`src/rtl/core/mcpt_pkg.sv`:
```
// Shared constants, command codes and control structs of the periodic timer block.
package mcpt_pkg;

  localparam int unsigned NUM_SLOTS  = 8;
  localparam int unsigned FIFO_DEPTH = 8;

  localparam int unsigned SLOT_W  = (NUM_SLOTS > 1) ? $clog2(NUM_SLOTS) : 1;
  localparam int unsigned PTR_W   = (FIFO_DEPTH > 1) ? $clog2(FIFO_DEPTH) : 1;
  localparam int unsigned COUNT_W = $clog2(FIFO_DEPTH + 1);

  localparam logic [15:0] CountMax = 16'hFFFF;

  localparam int unsigned IN_TDATA_W  = 24;
  localparam int unsigned OUT_TDATA_W = 64;

  typedef enum logic [2:0] {
    CMD_TICK        = 3'd0,
    CMD_CREATE_FLAG = 3'd1,
    CMD_CREATE_QUE  = 3'd2,
    CMD_START       = 3'd3,
    CMD_STOP        = 3'd4,
    CMD_SET_PERIOD  = 3'd5,
    CMD_DISPATCH    = 3'd6,
    CMD_CLEAR_STATS = 3'd7
  } cmd_e;

  typedef enum logic [1:0] {
    KIND_DONE   = 2'd0,
    KIND_CREATE = 2'd1,
    KIND_QUEUED = 2'd2,
    KIND_FLAG   = 2'd3
  } kind_e;

  // Controller to datapath commands
  typedef struct packed {
    logic capture;
    logic exec;
    logic tick_step;
    logic drain_step;
    logic flag_step;
    logic emit_done;
  } dp_cmd_t;

  // Datapath to controller status
  typedef struct packed {
    logic out_free;
    logic fifo_empty;
    logic idx_last;
  } dp_status_t;

endpackage

```
`src/rtl/core/mcpt_ctrl.sv`:
```
// Sequencing state machine of the periodic timer block.
module mcpt_ctrl (
  input  logic                clk_i,
  input  logic                rst_ni,
  input  logic                in_valid_i,
  input  logic [2:0]          in_cmd_i,
  output logic                in_ready_o,
  input  mcpt_pkg::dp_status_t status_i,
  output mcpt_pkg::dp_cmd_t   cmd_o
);
  import mcpt_pkg::*;

  typedef enum logic [5:0] {
    S_IDLE  = 6'b000001,
    S_EXEC  = 6'b000010,
    S_TICK  = 6'b000100,
    S_DRAIN = 6'b001000,
    S_FLAG  = 6'b010000,
    S_DONE  = 6'b100000
  } state_e;

  state_e state_q, state_d;

  // Next state and command decode
  always_comb begin
    state_d    = state_q;
    cmd_o      = '0;
    in_ready_o = 1'b0;
    case (state_q)
      S_IDLE: begin
        in_ready_o = 1'b1;
        if (in_valid_i) begin
          cmd_o.capture = 1'b1;
          case (cmd_e'(in_cmd_i))
            CMD_TICK:     state_d = S_TICK;
            CMD_DISPATCH: state_d = S_DRAIN;
            default:      state_d = S_EXEC;
          endcase
        end
      end
      S_EXEC: begin
        if (status_i.out_free) begin
          cmd_o.exec = 1'b1;
          state_d    = S_IDLE;
        end
      end
      S_TICK: begin
        cmd_o.tick_step = 1'b1;
        if (status_i.idx_last) state_d = S_DONE;
      end
      S_DRAIN: begin
        if (status_i.fifo_empty) begin
          state_d = S_FLAG;
        end else if (status_i.out_free) begin
          cmd_o.drain_step = 1'b1;
        end
      end
      S_FLAG: begin
        if (status_i.out_free) begin
          cmd_o.flag_step = 1'b1;
          if (status_i.idx_last) state_d = S_DONE;
        end
      end
      S_DONE: begin
        if (status_i.out_free) begin
          cmd_o.emit_done = 1'b1;
          state_d         = S_IDLE;
        end
      end
      default: state_d = S_IDLE;
    endcase
  end

  // Hold state
  always_ff @(posedge clk_i or negedge rst_ni) begin
    if (!rst_ni) begin
      state_q <= S_IDLE;
    end else begin
      state_q <= state_d;
    end
  end

endmodule

```
`src/rtl/core/mcpt_datapath.sv`:
```
// Slot table, event FIFO, statistics and output beat register.
module mcpt_datapath (
  input  logic                clk_i,
  input  logic                rst_ni,
  input  logic [2:0]          in_cmd_i,
  input  logic [3:0]          in_slot_id_i,
  input  logic [15:0]         in_period_i,
  input  logic                in_handler_valid_i,
  input  mcpt_pkg::dp_cmd_t   cmd_i,
  output mcpt_pkg::dp_status_t status_o,
  input  logic                out_ready_i,
  output logic                out_valid_o,
  output logic [1:0]          out_kind_o,
  output logic [3:0]          out_timer_o,
  output logic                out_ok_o,
  output logic [3:0]          out_qused_o,
  output logic [3:0]          out_qpeak_o,
  output logic [15:0]         out_ovf_o,
  output logic [31:0]         out_ticks_o,
  output logic                out_last_o
);
  import mcpt_pkg::*;

  // Captured item
  logic [2:0]  op_q;
  logic [3:0]  id_q;
  logic [15:0] per_q;
  logic        hv_q;

  // Slot table
  logic [NUM_SLOTS-1:0] used_q, flag_q, active_q, pend_q;
  logic [15:0]          period_q [NUM_SLOTS];
  logic [15:0]          cnt_q    [NUM_SLOTS];

  // Event FIFO and stats
  logic [SLOT_W-1:0]  fifo_mem [FIFO_DEPTH];
  logic [PTR_W-1:0]   head_q, tail_q;
  logic [COUNT_W-1:0] fcount_q, fpeak_q;
  logic [15:0]        drop_q;
  logic [31:0]        ticks_q;
  logic [SLOT_W-1:0]  idx_q;

  // Output beat register
  logic        ovalid_q;
  logic [1:0]  okind_q;
  logic [3:0]  otimer_q;
  logic        ook_q;
  logic [3:0]  oqused_q, oqpeak_q;
  logic [15:0] oovf_q;
  logic [31:0] oticks_q;
  logic        olast_q;

  logic              out_free;
  logic [15:0]       cur_cnt, inc_cnt;
  logic              slot_run, fire, fifo_full;
  logic [SLOT_W-1:0] head_id, free_idx, cid;
  logic              free_found, id_ok, flag_hit;

  assign out_free = !ovalid_q || out_ready_i;
  assign status_o.out_free   = out_free;
  assign status_o.fifo_empty = (fcount_q == '0);
  assign status_o.idx_last   = (idx_q == SLOT_W'(NUM_SLOTS - 1));

  // Tick arithmetic for the walked slot
  assign cur_cnt   = cnt_q[idx_q];
  assign inc_cnt   = (cur_cnt == CountMax) ? cur_cnt : cur_cnt + 16'd1;
  assign slot_run  = used_q[idx_q] && active_q[idx_q];
  assign fire      = slot_run && (inc_cnt >= period_q[idx_q]);
  assign fifo_full = (fcount_q == COUNT_W'(FIFO_DEPTH));
  assign head_id   = fifo_mem[head_q];
  assign flag_hit  = flag_q[idx_q] && active_q[idx_q] && used_q[idx_q] && pend_q[idx_q];
  assign id_ok     = ({1'b0, id_q} < 5'(NUM_SLOTS));
  assign cid       = SLOT_W'(id_q);

  // Find first free slot
  always_comb begin
    free_found = 1'b0;
    free_idx   = '0;
    for (int i = NUM_SLOTS - 1; i >= 0; i--) begin
      if (!used_q[i]) begin
        free_found = 1'b1;
        free_idx   = SLOT_W'(i);
      end
    end
  end

  // Capture the item
  always_ff @(posedge clk_i) begin
    if (cmd_i.capture) begin
      op_q  <= in_cmd_i;
      id_q  <= in_slot_id_i;
      per_q <= in_period_i;
      hv_q  <= in_handler_valid_i;
    end
  end

  // Write FIFO entries
  always_ff @(posedge clk_i) begin
    if (cmd_i.tick_step && fire && !flag_q[idx_q] && !fifo_full) begin
      fifo_mem[tail_q] <= idx_q;
    end
  end

  // Update slot table, FIFO pointers and stats
  always_ff @(posedge clk_i or negedge rst_ni) begin
    if (!rst_ni) begin
      used_q   <= '0;
      flag_q   <= '0;
      active_q <= '0;
      pend_q   <= '0;
      for (int i = 0; i < NUM_SLOTS; i++) begin
        period_q[i] <= '0;
        cnt_q[i]    <= '0;
      end
      head_q   <= '0;
      tail_q   <= '0;
      fcount_q <= '0;
      fpeak_q  <= '0;
      drop_q   <= '0;
      ticks_q  <= '0;
      idx_q    <= '0;
    end else begin
      if (cmd_i.capture) idx_q <= '0;
      if (cmd_i.tick_step || cmd_i.flag_step) idx_q <= idx_q + SLOT_W'(1);

      // Advance one slot of a tick
      if (cmd_i.tick_step) begin
        if (slot_run) cnt_q[idx_q] <= fire ? 16'd0 : inc_cnt;
        if (fire && flag_q[idx_q]) begin
          pend_q[idx_q] <= 1'b1;
        end else if (fire && !fifo_full) begin
          tail_q   <= (tail_q == PTR_W'(FIFO_DEPTH - 1)) ? '0 : tail_q + PTR_W'(1);
          fcount_q <= fcount_q + COUNT_W'(1);
          if (fcount_q + COUNT_W'(1) > fpeak_q) fpeak_q <= fcount_q + COUNT_W'(1);
        end else if (fire && drop_q != CountMax) begin
          drop_q <= drop_q + 16'd1;
        end
        if (status_o.idx_last) ticks_q <= ticks_q + 32'd1;
      end

      // Pop one FIFO entry
      if (cmd_i.drain_step) begin
        head_q   <= (head_q == PTR_W'(FIFO_DEPTH - 1)) ? '0 : head_q + PTR_W'(1);
        fcount_q <= fcount_q - COUNT_W'(1);
      end

      // Clear a reported flag
      if (cmd_i.flag_step && flag_hit) pend_q[idx_q] <= 1'b0;

      // Single-beat commands
      if (cmd_i.exec) begin
        case (cmd_e'(op_q))
          CMD_CREATE_FLAG, CMD_CREATE_QUE: begin
            if (free_found) begin
              period_q[free_idx] <= per_q;
              cnt_q[free_idx]    <= '0;
              active_q[free_idx] <= 1'b0;
              flag_q[free_idx]   <= (cmd_e'(op_q) == CMD_CREATE_FLAG);
              pend_q[free_idx]   <= 1'b0;
              used_q[free_idx]   <= hv_q;
            end
          end
          CMD_START: begin
            if (id_ok && used_q[cid]) begin
              cnt_q[cid]    <= '0;
              pend_q[cid]   <= 1'b0;
              active_q[cid] <= 1'b1;
            end
          end
          CMD_STOP: begin
            if (id_ok) begin
              active_q[cid] <= 1'b0;
              pend_q[cid]   <= 1'b0;
            end
          end
          CMD_SET_PERIOD: begin
            if (id_ok) period_q[cid] <= per_q;
          end
          CMD_CLEAR_STATS: begin
            fpeak_q <= fcount_q;
            drop_q  <= '0;
          end
          default: ;
        endcase
      end
    end
  end

  // Load or drain the output beat register
  always_ff @(posedge clk_i or negedge rst_ni) begin
    if (!rst_ni) begin
      ovalid_q <= 1'b0;
    end else if ((cmd_i.drain_step && used_q[head_id]) || (cmd_i.flag_step && flag_hit) ||
                 cmd_i.exec || cmd_i.emit_done) begin
      ovalid_q <= 1'b1;
    end else if (out_ready_i) begin
      ovalid_q <= 1'b0;
    end
  end

  always_ff @(posedge clk_i) begin
    if (out_free) begin
      okind_q  <= KIND_DONE;
      otimer_q <= '0;
      ook_q    <= 1'b0;
      oqused_q <= 4'(fcount_q);
      oqpeak_q <= 4'(fpeak_q);
      oovf_q   <= drop_q;
      oticks_q <= ticks_q;
      olast_q  <= cmd_i.exec || cmd_i.emit_done;
      if (cmd_i.drain_step) begin
        okind_q  <= KIND_QUEUED;
        otimer_q <= 4'(head_id);
        oqused_q <= '0;
      end else if (cmd_i.flag_step) begin
        okind_q  <= KIND_FLAG;
        otimer_q <= 4'(idx_q);
      end else if (cmd_i.exec) begin
        if (cmd_e'(op_q) == CMD_CREATE_FLAG || cmd_e'(op_q) == CMD_CREATE_QUE) begin
          okind_q <= KIND_CREATE;
          if (free_found) begin
            otimer_q <= 4'(free_idx);
            ook_q    <= 1'b1;
          end
        end else if (cmd_e'(op_q) == CMD_CLEAR_STATS) begin
          oqpeak_q <= 4'(fcount_q);
          oovf_q   <= '0;
        end
      end
    end
  end

  assign out_valid_o = ovalid_q;
  assign out_kind_o  = okind_q;
  assign out_timer_o = otimer_q;
  assign out_ok_o    = ook_q;
  assign out_qused_o = oqused_q;
  assign out_qpeak_o = oqpeak_q;
  assign out_ovf_o   = oovf_q;
  assign out_ticks_o = oticks_q;
  assign out_last_o  = olast_q;

endmodule

```
`src/rtl/core/multi_channel_periodic_timer_events_top.sv`:
```
// Top level of the multi-channel periodic timer with event FIFO.
// One command beat is taken at a time and answered by one or more result beats, the
// final one marked by tlast; the command code rides on s_axis_tuser and the result kind
// on m_axis_tuser. A tick walks the slot table one slot per cycle; dispatch pops one
// FIFO entry per cycle, then checks one slot per cycle for pending flags, each of its
// steps only while the result side can take a beat. Queued ids and pending flags are
// reported with the statistics as they stand after the whole command.
module multi_channel_periodic_timer_events_top (
  input  logic                               clk_i,
  input  logic                               rst_ni,
  input  logic                               s_axis_tvalid,
  output logic                               s_axis_tready,
  // slot_id[3:0], period[19:4], handler_valid[20], zero[23:21]
  input  logic [mcpt_pkg::IN_TDATA_W-1:0]    s_axis_tdata,
  input  logic [2:0]                         s_axis_tuser,  // cmd[2:0]
  output logic                               m_axis_tvalid,
  input  logic                               m_axis_tready,
  // event_timer[3:0], create_ok[4], queue_used[8:5], queue_peak[12:9],
  // overflow_count[28:13], tick_total[60:29], zero[63:61]
  output logic [mcpt_pkg::OUT_TDATA_W-1:0]   m_axis_tdata,
  output logic [1:0]                         m_axis_tuser,  // result_kind[1:0]
  output logic                               m_axis_tlast
);
  import mcpt_pkg::*;

  dp_cmd_t    dp_cmd;
  dp_status_t dp_status;

  logic [1:0]  kind;
  logic [3:0]  timer, qused, qpeak;
  logic        ok;
  logic [15:0] ovf;
  logic [31:0] ticks;

  mcpt_ctrl u_ctrl (
    .clk_i      (clk_i),
    .rst_ni     (rst_ni),
    .in_valid_i (s_axis_tvalid),
    .in_cmd_i   (s_axis_tuser),
    .in_ready_o (s_axis_tready),
    .status_i   (dp_status),
    .cmd_o      (dp_cmd)
  );

  mcpt_datapath u_datapath (
    .clk_i              (clk_i),
    .rst_ni             (rst_ni),
    .in_cmd_i           (s_axis_tuser),
    .in_slot_id_i       (s_axis_tdata[3:0]),
    .in_period_i        (s_axis_tdata[19:4]),
    .in_handler_valid_i (s_axis_tdata[20]),
    .cmd_i              (dp_cmd),
    .status_o           (dp_status),
    .out_ready_i        (m_axis_tready),
    .out_valid_o        (m_axis_tvalid),
    .out_kind_o         (kind),
    .out_timer_o        (timer),
    .out_ok_o           (ok),
    .out_qused_o        (qused),
    .out_qpeak_o        (qpeak),
    .out_ovf_o          (ovf),
    .out_ticks_o        (ticks),
    .out_last_o         (m_axis_tlast)
  );

  // Pack the result beat
  assign m_axis_tdata = {3'b000, ticks, ovf, qpeak, qused, ok, timer};
  assign m_axis_tuser = kind;

endmodule

```
`config.mk`:
```
export PLATFORM = sky130hd
export DESIGN_NAME = multi_channel_periodic_timer_events_top
export DESIGN_NICKNAME = d
export VERILOG_FILES = /design/src/rtl/core/mcpt_pkg.sv /design/src/rtl/core/mcpt_ctrl.sv /design/src/rtl/core/mcpt_datapath.sv /design/src/rtl/core/multi_channel_periodic_timer_events_top.sv
export SDC_FILE = /design/constraint.sdc
export NUM_CORES = 1
export LEC_CHECK = 0
export ABC_AREA = 0
export ABC_CLOCK_PERIOD_IN_PS = 6100
export BUFFER_PORTS_ARGS = -buffer_cell sky130_fd_sc_hd__buf_2
export CORE_UTILIZATION = 62
export DETAILED_ROUTE_END_ITERATION = 10
export PLACE_DENSITY = 0.9
export SLEW_MARGIN = 20
export SYNTH_ARGS = -nofsm -noshare
export SYNTH_HDL_FRONTEND = slang
export SYNTH_SLANG_ARGS = --single-unit
export TNS_END_PERCENT = 20
```
`constraint.sdc`:
```
create_clock -name clk_i -period 6.1 [get_ports clk_i]
set_clock_uncertainty 0.1 [all_clocks]
set_input_delay 1.22 -clock clk_i [delete_from_list [all_inputs] [get_ports clk_i]]
set_output_delay 1.22 -clock clk_i [all_outputs]
set_load 0.05 [all_outputs]
```
After elaboration in Yosys (flattened, before gate mapping)
Memory sizes are Yosys's and may differ from the RTL's.
Cells that the tools add are included.
W data, S select, Z words.
{ "totals": {"ff_bits": 448, "ramBits": 24, "wordCells": 299, "mem_count": 1} }
{ "memory_table": {"columns": ["name", "depth", "width", "read_ports", "rd_ports_with_merged_regs", "wr", "line_no", "rtl"], "rows": [
  ["u_datapath.fifo_mem", 8, 3, 1, 0, 1, "mcpt_datapath.sv:36", "logic [SLOT_W-1:0] fifo_mem [FIFO_DEPTH];"]
]} }
{ "classes": {"add_sub_neg": 8, "n_lt_le_gt_ge": 16, "eq_ne": 28, "muxes": 134, "n_bitwise": 20, "n_reduce_logical": 49} }
{ "ops": {"columns": ["cell", "count"], "rows": [
  ["$mux W128", 7],
  ["$pmux W128 S2", 2],
  ["$bwmux W128", 3],
  ["$mux W16", 20],
  ["$and A128 B128 Y128", 2],
  ["$not A128 Y128", 2],
  ["$demux W16 S3", 3],
  ["$bmux W16 S3", 2],
  ["$mux W8", 10],
  ["$mux W4", 15],
  ["$mux W3", 17],
  ["$pmux W8 S3", 2],
  ["$and A8 B8 Y8", 5],
  ["$mux W1", 35],
  ["$add A16 B1 Y16 const B", 2],
  ["$add A32 B1 Y32 const B", 1],
  ["$mux W6", 5],
  ["$pmux W6 S5", 1],
  ["$not A8 Y8", 3],
  ["$eq A3 B3 Y1 const B", 7],
  ["$logic_and A1 B1 Y1", 20],
  ["$bmux W1 S3", 6],
  ["$bwmux W8", 2],
  ["$eq A16 B16 Y1 const B", 1],
  ["other kinds (39)", 82]
]} }

Logic depth before layout (Yosys ltp)
Gate-level depths: netlist of the first run.
{ "logic_depth": {"depth_word": 18, "ltp_mapped": 24, "depth_no_buf": 18} }

Hierarchy
A second synthesis of the first run with hierarchy kept.
{ "unflattened": {"cells_unflattened": 1792, "area_unflattened_um2": 22258.8} }
{ "modules_own_cells": {"columns": ["mod", "n_inst", "cells_per_inst", "area_each_um2", "seq_area_each_um2"], "rows": [
  ["mcpt_datapath", 1, 1738, 21765.9, 12191.7],
  ["mcpt_ctrl", 1, 49, 459.2, 151.4],
  ["multi_channel_periodic_timer_events_top", 1, 5, 33.8, 0.0]
]} }

Least setup slack after synthesis of the first run
No wires, ideal clock.
{ "synth_timing": {"path_type": "register -> register", "startpoint": "register u_datapath.idx_q[0]", "endpoint": "memory u_datapath.fifo_mem[2][0] (netlist name), enable pin", "setup_time_ns": 0.371, "arrival_time_ns": 4.564, "slack_ns": 1.065, "path_stages_with_launch": 21, "path_buffers": 3, "period_less_slack_ns": 5.035, "cell_sequence": "dfrtp_1 buf_6 buf_6 buf_4 mux4_2 nand2_1 nand2_1 ha_1 and2_1 and2_2 nand3_1 mux2i_2 inv_1 ha_1 nand4_1 nor2_1 o2111ai_1 o221a_2 nand2b_1 nor2_1 nor4bb_1"} }
{ "synth_between": {"elab_chain_len": 13} }
{ "synth_rtl": {"columns": ["item", "line_no", "rtl"], "rows": [
  ["start: declaration", "mcpt_datapath.sv:41", "logic [SLOT_W-1:0] idx_q;"],
  ["start signal: assignment", "mcpt_datapath.sv:124", "if (cmd_i.tick_step || cmd_i.flag_step) idx_q <= idx_q + SLOT_W'(1);"],
  ["$not A3 Y4 (implied by the code)", "mcpt_datapath.sv:65, mcpt_datapath.sv:68", null],
  ["$bmux W16 S3", "mcpt_datapath.sv:65", "assign cur_cnt = cnt_q[idx_q];"],
  ["$mux W16 (implied by the code) (2 in series)", "mcpt_datapath.sv:65", null],
  ["$add A16 B1 Y16 or $eq A16 B16 Y1 (tied branches)", "mcpt_datapath.sv:66", "assign inc_cnt = (cur_cnt == CountMax) ? cur_cnt : cur_cnt + 16'd1;"],
  ["$mux W16", "mcpt_datapath.sv:66", null],
  ["$ge A16 B16 Y1", "mcpt_datapath.sv:68", "assign fire = slot_run && (inc_cnt >= period_q[idx_q]);"],
  ["$logic_and A1 B1 Y1", "mcpt_datapath.sv:68", null],
  ["$logic_and A1 B1 Y1", "mcpt_datapath.sv:99", "if (cmd_i.tick_step && fire && !flag_q[idx_q] && !fifo_full) begin"],
  ["$logic_and A1 B1 Y1 (*) (2 in series)", "mcpt_datapath.sv:99", null],
  ["$mux W1 (*)", "mcpt_datapath.sv:99", null],
  ["$mux W1 (implied by the code) (*)", "mcpt_datapath.sv:100", "fifo_mem[tail_q] <= idx_q;"],
  ["end: declaration", "mcpt_datapath.sv:36", null]
]} }
Every way passes the cells marked *; elsewhere a longest branch is shown, timed or not. The select of a mux whose other input is x is not followed.

Worst setup path in the final report of the first run
{ "layout_timing": {"startpoint": "register u_datapath.idx_q[2]", "endpoint": "register u_datapath.cnt_q[120] (netlist name)"} }
{ "layout_between": {"elab_chain_len": 16} }
{ "layout_rtl": {"columns": ["item", "line_no", "rtl"], "rows": [
  ["$not A3 Y4", "mcpt_datapath.sv:65, mcpt_datapath.sv:68, mcpt_datapath.sv:128", null],
  ["$bmux W16 S3", "mcpt_datapath.sv:65", null],
  ["$mux W16 (implied by the code) (2 in series)", "mcpt_datapath.sv:65", null],
  ["$add A16 B1 Y16 or $eq A16 B16 Y1 (tied branches)", "mcpt_datapath.sv:66", null],
  ["$mux W16", "mcpt_datapath.sv:66", null],
  ["$ge A16 B16 Y1", "mcpt_datapath.sv:68", null],
  ["$logic_and A1 B1 Y1", "mcpt_datapath.sv:68", null],
  ["$mux W16", "mcpt_datapath.sv:128", "if (slot_run) cnt_q[idx_q] <= fire ? 16'd0 : inc_cnt;"],
  ["$bwmux W128", "mcpt_datapath.sv:128", null],
  ["$mux W128 (*)", "mcpt_datapath.sv:128", null],
  ["$mux W128 (*)", "mcpt_datapath.sv:127", "if (cmd_i.tick_step) begin"],
  ["$and A128 B128 Y128 (no line)", null, null],
  ["$mux W128 (on tied branches)", "mcpt_datapath.sv:164, mcpt_datapath.sv:154", null],
  ["$pmux W128 S2", "mcpt_datapath.sv:152", "case (cmd_e'(op_q))"],
  ["$mux W128 (*)", "mcpt_datapath.sv:151", "if (cmd_i.exec) begin"],
  ["end signal: indexed assignment", "mcpt_datapath.sv:128", null],
  ["end: declaration", "mcpt_datapath.sv:33", "logic [15:0] cnt_q [NUM_SLOTS];"]
]} }
Marks and branches as above.
A chain may end at the register's enable or synchronous reset.

==> results of run 1 <==
[final cells by class]
class	count	area, µm²
flip-flops and latches	471	12350
fillers	2211	9962
multi-input cells	1251	9079
clock buffers	57	1316
repair buffers	159	998.5
well taps	455	569.3
clock inverters	30	417.9
inverters	28	105.1
[routing by layer]
metal	up-vias	GRT usage (%)
li1	7027	-
met1	8047	41.24
met2	963	54.42
met3	237	5.778
met4	0	15.91
met5	-	0.8242
[metrics by stage]
stage	utilization, %	instances	cell area [µm²]	hold slack, ps
6_report	71.37	2451	24840	377.5
5_1_grt	71.37	2451	24840	394.3
4_1_cts	71.33	2451	24820	380.3
3_5_place_dp	66.35	2364	23090	358.2
3_3_place_gp	66.35	2364	23090	345.5
2_1_floorplan	-	1852	22060	324.9
[cells by family (layout without fill, tap and decap cells)]
logic type,count (synthesis),count (layout)
simple gates,521,521
flops,471,471
compound gates,411,411
mux,222,222
buf+inv,130,274
xor+xnor,62,62
fa+ha+maj,31,31
other cells,1,4
[power by group through the flow]
stage | clock [W] | sequential [W] | combinational, W
floorplan | 0 | 0.00506 | 0.00239
global placement | 0 | 0.00471 | 0.00364
detailed placement | 0 | 0.00478 | 0.00382
CTS | 0.00323 | 0.00475 | 0.00389
global route | 0.00335 | 0.00487 | 0.00426
finish | 0.00321 | 0.00478 | 0.00395
[registers in the layout (all words and copies together), names as in the netlist, 16 cells and up]
signal / count
u_datapath.cnt_q: 128
u_datapath.period_q: 128
u_datapath.out_ticks_o: 32
u_datapath.ticks_q: 32
u_datapath.fifo_mem: 24
u_datapath.drop_q: 16
u_datapath.out_ovf_o: 16
u_datapath.per_q: 16
[what timing repair did]
| item | CTS | global route |
|---|---|---|
| gates resized for setup | 0 | 3 |
| endpoints found under the setup margin | 0 | 151 |
| hold buffers | 0 | 0 |
[final timing paths]
kind,from,endpoint,slack [ps],cells past startpoint
worst min-delay path,u_datapath.cnt_q[102],u_datapath.cnt_q[102],380,2
min in group asynchronous,rst_ni,u_datapath.drop_q[9],540,1
max in group asynchronous,rst_ni,u_datapath.idx_q[2],3960,2
worst min register to register,u_datapath.cnt_q[102],u_datapath.cnt_q[102],380,2
worst max-delay path,u_datapath.idx_q[2],u_datapath.cnt_q[120],270,20
worst max register to register,u_datapath.idx_q[2],u_datapath.cnt_q[120],270,20
[worst min-delay path: stages, from the launching register on]
cell and delay [ps]:
sky130_fd_sc_hd__dfrtp_1 340, sky130_fd_sc_hd__nand2_1 40, sky130_fd_sc_hd__o21ai_0 60
[cells in the final DEF (no fill, tap or decap), drive strengths merged, types with 42 or more instances in the layout]
master,netlist,final
clkbuf,61,57
buf,39,159
xnor2,42,42
edfxtp,111,111
nand2,209,209
dfrtp,359,359
a21oi,51,51
nor2,88,88
mux2,158,158
o21ai,159,159
==> results.yml, run 1 <==
timing:
  slew_violations: 0
  slew_headroom_pct: 21.77
  max_freq_mhz: 171.4
  finalSetupViolCount: 0
  period_share_pct: 95.64
  worst-slew-pin-transition_ps: 1173
  crit_path_time_final_ps: 5834
  report.final.hold_viol_count: 0
  finalSetupTns_ps: 0
  unrepaired_setup_endpoints_after_global_routing: "false"
  timing.final.ws_setup_ps: 266.0
power_and_ir_drop:
  vdd_ir_drop_max_mv: 0.4152
  power_density_nw_per_um2: 481.0
  combinationalPowerShare_pct: 33.1
  power.net_switching_w: 0.004375
  int_power_w: 0.007571
  power.share.sequential_pct: 40.0
  power.share.clock_pct: 26.9
  power_w: 0.01195
  total_leakage_power_nw: 11.09
  sw_share_pct: 36.62
floorplan:
  floorplan.rows: 68
  chipWidth_um: 190.6
  initial_core_util_pct: 63.36
  pin_count: 100
  floorplan.core_area_um2: 34800
  floorplan.die_area_um2: 36320
  die_height_um: 190.6
critical_path:
  crit_type: "reg -> reg"
  worst_path_largest_cell_delay_ps: 810
  arrival_ps: 6190
  timing.critical_path.to_type: "flip-flop"
  critical-path-top-delay-family: "simple AND/OR/NAND/NOR gates"
  path_max_fanout: 40
  critPathRequiredTime_ps: 6460
  critPathSlowestCell: "sky130_fd_sc_hd__dfrtp_4"
  startpoint_type: "flip-flop"
  path_cells: "nor2b_1, buf_4, a221oi_1, o22ai_1, ha_1, and2_1, nand4_2, nand2_1, xnor2_2, inv_1, ha_1, a211oi_1, nand2_1, a31oi_1, o221a_2, buf_4, and2_1, nand2_1, buf_4, o21ai_0"
  critPathBufInv: 4
yosys:
  simple_gate_share_of_the_synthesized_area_pct: 11.66
  synth.top_cells.by_area: "sky130_fd_sc_hd__dfrtp_1 (41%), sky130_fd_sc_hd__edfxtp_1 (15%), sky130_fd_sc_hd__mux2_2 (8.1%)"
  main_combinational_cell_family_by_area_after_synthesis: "multiplexers"
  synth_top_cell_by_area: "sky130_fd_sc_hd__dfrtp_1"
  post_synth_edffs: 111
  synth_compound_gate_area_share_pct: 12.34
  synth_mux_area_share_pct: 12.55
  synth_area_per_cell_um2: 11.92
  post_synthesis_xor_xnor_area_fraction_pct: 2.701
  ys.flop_type: "sky130_fd_sc_hd__dfrtp_1"
  synth.ff_latch_count: 471
  number_of_warning_messages_in_the_yosys_log: 0
  synthAdderAreaFrac_pct: 1.759
  synthDistinctLibCells: 96
  post_synthesis_instance_area_um2: 22050
  synth-seq-area-share_pct: 55.98
  post_synth_inst_count: 1849
  synth_async_sr_flop_share_pct: 76.43
  yosys-top-cells-count: "sky130_fd_sc_hd__dfrtp_1 (359), sky130_fd_sc_hd__nand2_1 (209), sky130_fd_sc_hd__mux2_2 (158)"
  synthMostInstantiatedCell: "sky130_fd_sc_hd__dfrtp_1"
  synthDominantCellAreaShare_pct: 40.74
grt:
  antenna_violations_before_repair: 0
  pin_count_of_the_biggest_net_entering_global_routing: 145
  grt.overflow.total: 0
  grt_first_pass_wirelength_um: 91530
  track_usage_pct: 32.64
  first_global_vias: 16790
cts:
  clockRootBuffer: "sky130_fd_sc_hd__clkbuf_16"
  postCtsSetupRepairBufs: 0
  clock_path_buffers: 3
  clkSlewWorstSetupHoldPaths_ps: 60
  clock-sinks: 471
  cts_tree: "done"
  clk_latency_ps: 570
  cts_buffers: 47
  ctsHtreeMaxLevel: 2
place:
  dpl_worst_slack_ps: 341.2
  place.gp.congestion: 0.9278
  place.detailed.hpwl_um: 36600
  place.port_buffers: 92
drt:
  antenna_left: 0
  wl_met2_um: 28150
  remaining_drc_errors: 0
  detailroute.via_count: 16270
  detail_route.wirelength_um: 57660
  wl_per_cell_um: 23.53
  highest_metal_layer_with_signal_wires: "met4"
  met1_routed_wirelength_after_detailed_routing_um: 21870
  drt_first_iter_violations: 1819
  met3WireLength_um: 4967
  vias_per_cell: 6.640
  drt_first_pass_iters: 6
final_layout:
  antennaDiodeCount: 0
  layout.nets: 2020
  ratio_of_cells_with_drive_above_1_in_the_final_layout_pct: 23.25
  area_growth_pct: 12.64
run_status:
  outcome: "completed"
job:
  maxCapViolCount: 0
hold_path:
  hp-class: "reg -> reg"
Power figures use the tool's default switching activity.
==> inputs of run 2 (changes only) <==
- ABC_AREA: 0 -> 1
==> results.yml, run 2 <==
drt:
  wl_per_cell_um: 19.29
  detailroute.via_count: 19600
  antenna_left: 0
  drt_first_iter_violations: 2483
  vias_per_cell: 6.170
  detail_route.wirelength_um: 61300
  remaining_drc_errors: 0
  drt_first_pass_iters: 9
timing:
  report.final.hold_viol_count: 0
  period_share_pct: 94.62
  finalSetupViolCount: 0
  timing.final.ws_setup_ps: 327.9
  unrepaired_setup_endpoints_after_global_routing: "false"
  finalSetupTns_ps: 0
  worst-slew-pin-transition_ps: 1142
  slew_violations: 0
  slew_headroom_pct: 23.63
  max_freq_mhz: 173.2
  crit_path_time_final_ps: 5772
power_and_ir_drop:
  sw_share_pct: 35.25
  power.share.sequential_pct: 42.4
  combinationalPowerShare_pct: 25.2
  int_power_w: 0.006245
  power.share.clock_pct: 32.4
  total_leakage_power_nw: 12.02
  power_density_nw_per_um2: 381.7
  power_w: 0.009645
  vdd_ir_drop_max_mv: 0.3061
  power.net_switching_w: 0.003400
final_layout:
  fillers: 2505
  combined_area_of_the_multi_input_logic_cells_um2: 9194
  finalCoreUtilization_pct: 70.53
  largest_registers: "u_datapath.cnt_q: 128 flops, u_datapath.period_q: 128 flops"
  final-seq-area_um2: 12340
  layout.nets: 2740
  mostFrequentLayoutCells: "sky130_fd_sc_hd__nand2_1 (777), sky130_fd_sc_hd__o21ai_0 (363), sky130_fd_sc_hd__dfrtp_1 (358)"
  area_growth_pct: 10.91
  layout_commonest_cell: "sky130_fd_sc_hd__nand2_1"
  antennaDiodeCount: 0
  ratio_of_cells_with_drive_above_1_in_the_final_layout_pct: 12.08
yosys:
  synth.ff_latch_count: 471
  synthDominantCellAreaShare_pct: 39.43
  post_synth_inst_count: 2613
  post_synth_edffs: 111
  synth.top_cells.by_area: "sky130_fd_sc_hd__dfrtp_1 (39%), sky130_fd_sc_hd__edfxtp_1 (15%), sky130_fd_sc_hd__nand2_1 (13%)"
  number_of_warning_messages_in_the_yosys_log: 0
  synth_area_per_cell_um2: 8.720
  post_synthesis_instance_area_um2: 22780
  yosys-top-cells-count: "sky130_fd_sc_hd__nand2_1 (781), sky130_fd_sc_hd__o21ai_0 (367), sky130_fd_sc_hd__dfrtp_1 (359)"
  synth-seq-area-share_pct: 54.17
  synth_async_sr_flop_share_pct: 76.43
  synthDistinctLibCells: 57
  ys.flop_type: "sky130_fd_sc_hd__dfrtp_1"
  synth_top_cell_by_area: "sky130_fd_sc_hd__dfrtp_1"
  synthMostInstantiatedCell: "sky130_fd_sc_hd__nand2_1"
critical_path:
  timing.critical_path.to_type: "flip-flop"
  critPathRequiredTime_ps: 6220
  crit_type: "reg -> reg"
  path_max_fanout: 52
  startpoint_type: "flip-flop"
  arrival_ps: 5890
place:
  place.detailed.hpwl_um: 37560
  place.port_buffers: 92
  dpl_worst_slack_ps: 362.0
  place.gp.congestion: 0.9623
floorplan:
  pin_count: 100
  floorplan.rows: 69
  floorplan.die_area_um2: 37520
  initial_core_util_pct: 63.59
  chipWidth_um: 193.7
  die_height_um: 193.7
  floorplan.core_area_um2: 35830
grt:
  track_usage_pct: 32.78
  grt.overflow.total: 0
  grt_first_pass_wirelength_um: 98550
  first_global_vias: 19310
  antenna_violations_before_repair: 0
  pin_count_of_the_biggest_net_entering_global_routing: 144
cts:
  clock_path_buffers: 3
  cts_hold_buf: 0
  ctsHtreeMaxLevel: 2
  cts_buffers: 48
  clockRootBuffer: "sky130_fd_sc_hd__clkbuf_16"
  clkSlewWorstSetupHoldPaths_ps: 60
  postCtsSetupRepairBufs: 0
  cts_resized: 0
  cts_tree: "done"
  clock-sinks: 471
  clk_latency_ps: 610
run_status:
  outcome: "completed"
job:
  maxCapViolCount: 0
hold_path:
  hp-class: "reg -> reg"
run 2: cell families (layout without fill, tap and decap cells):
kind of cell             after synthesis  count (layout)  synth area share, %
flip-flops                           471             471                54.17
other                                  1               4              0.01646
AO/OA/AOI/OAI                        632             632                15.94
AND/OR/NAND/NOR                     1134            1134                20.83
XOR/XNOR                              40              40                1.538
adder cells (fa/ha/maj)               31              31                1.702
multiplexers                           1               1              0.04393
buffers and inverters                303             403                5.755
run 2: path summary, 6_finish.rpt:
| check | to | depth (start not counted) | start | slack (ps) |
|---|---|---|---|---|
| hold reg to reg | u_datapath.flag_q[4] | 2 | u_datapath.flag_q[4] | 390 |
| min in group asynchronous | u_datapath.cnt_q[86] | 1 | rst_ni | 570 |
| hold / removal | u_datapath.flag_q[4] | 2 | u_datapath.flag_q[4] | 390 |
| setup reg to reg | u_datapath.fifo_mem[0][2] | 26 | u_datapath.idx_q[0] | 330 |
| max in group asynchronous | u_datapath.idx_q[0] | 2 | rst_ni | 4060 |
| setup / recovery | u_datapath.fifo_mem[0][2] | 26 | u_datapath.idx_q[0] | 330 |
run 2: worst max-delay path, cell delays in order, from the launching register on:
cell	delay, ps
sky130_fd_sc_hd__dfrtp_2	390
sky130_fd_sc_hd__buf_6	400
sky130_fd_sc_hd__buf_6	370
sky130_fd_sc_hd__nand2_1	100
sky130_fd_sc_hd__nand2_1	90
sky130_fd_sc_hd__nand2_1	60
sky130_fd_sc_hd__nand2_1	90
sky130_fd_sc_hd__nand2_1	60
sky130_fd_sc_hd__nand2_2	120
sky130_fd_sc_hd__ha_1	220
sky130_fd_sc_hd__nand2_2	110
sky130_fd_sc_hd__nor2_4	150
sky130_fd_sc_hd__nand2_2	110
sky130_fd_sc_hd__nor2_4	170
sky130_fd_sc_hd__inv_2	250
sky130_fd_sc_hd__nand3_2	180
sky130_fd_sc_hd__ha_1	160
sky130_fd_sc_hd__nand2_1	100
sky130_fd_sc_hd__nor4_1	490
sky130_fd_sc_hd__nand2_1	110
sky130_fd_sc_hd__nand3_1	260
sky130_fd_sc_hd__nand2_2	90
sky130_fd_sc_hd__nor2_1	200
sky130_fd_sc_hd__nand2_1	230
sky130_fd_sc_hd__inv_1	160
sky130_fd_sc_hd__nand2_1	120
sky130_fd_sc_hd__nor3_1	450
run 2: power by group through the flow:
stage / Clock [W] / Combinational (W) / Sequential [W]
floorplan: 0 / 0.00137 / 0.00437
global placement: 0 / 0.00223 / 0.00408
detailed placement: 0 / 0.00233 / 0.00411
CTS: 0.00314 / 0.00238 / 0.00407
global route: 0.00326 / 0.00264 / 0.00412
finish: 0.00312 / 0.00243 / 0.00409
run 2: metrics by stage:
| step | std cells | hold WS [ps] | area, µm² |
|---|---|---|---|
| after global placement | 3089 | 362.8 | 23560 |
| after CTS | 3177 | 389.0 | 25250 |
| after global routing | 3177 | 409.0 | 25270 |
| after detailed placement | 3089 | 373.4 | 23570 |
| after floorplan | 2616 | 344.4 | 22800 |
| final | 3177 | 388.6 | 25270 |
run 2: final cells by class:
class | count | share of cell area [%]
multi-input combinational | 1842 | 36.38
tap | 461 | 2.283
clock buffer | 67 | 5.481
inverter | 185 | 2.763
clock inverter | 21 | 1.173
timing repair buffer | 130 | 3.070
sequential | 471 | 48.85
run 2: per-layer routing:
| metal | GRT usage (%) | up-vias | part of all wire (%) |
|---|---|---|---|
| met5 | 0 | - | 0 |
| met4 | 16.59 | 0 | 4.2 |
| met3 | 6.088 | 242 | 9.9 |
| met2 | 54.21 | 1209 | 48 |
| met1 | 41.54 | 9293 | 38 |
| li1 | - | 8858 | - |
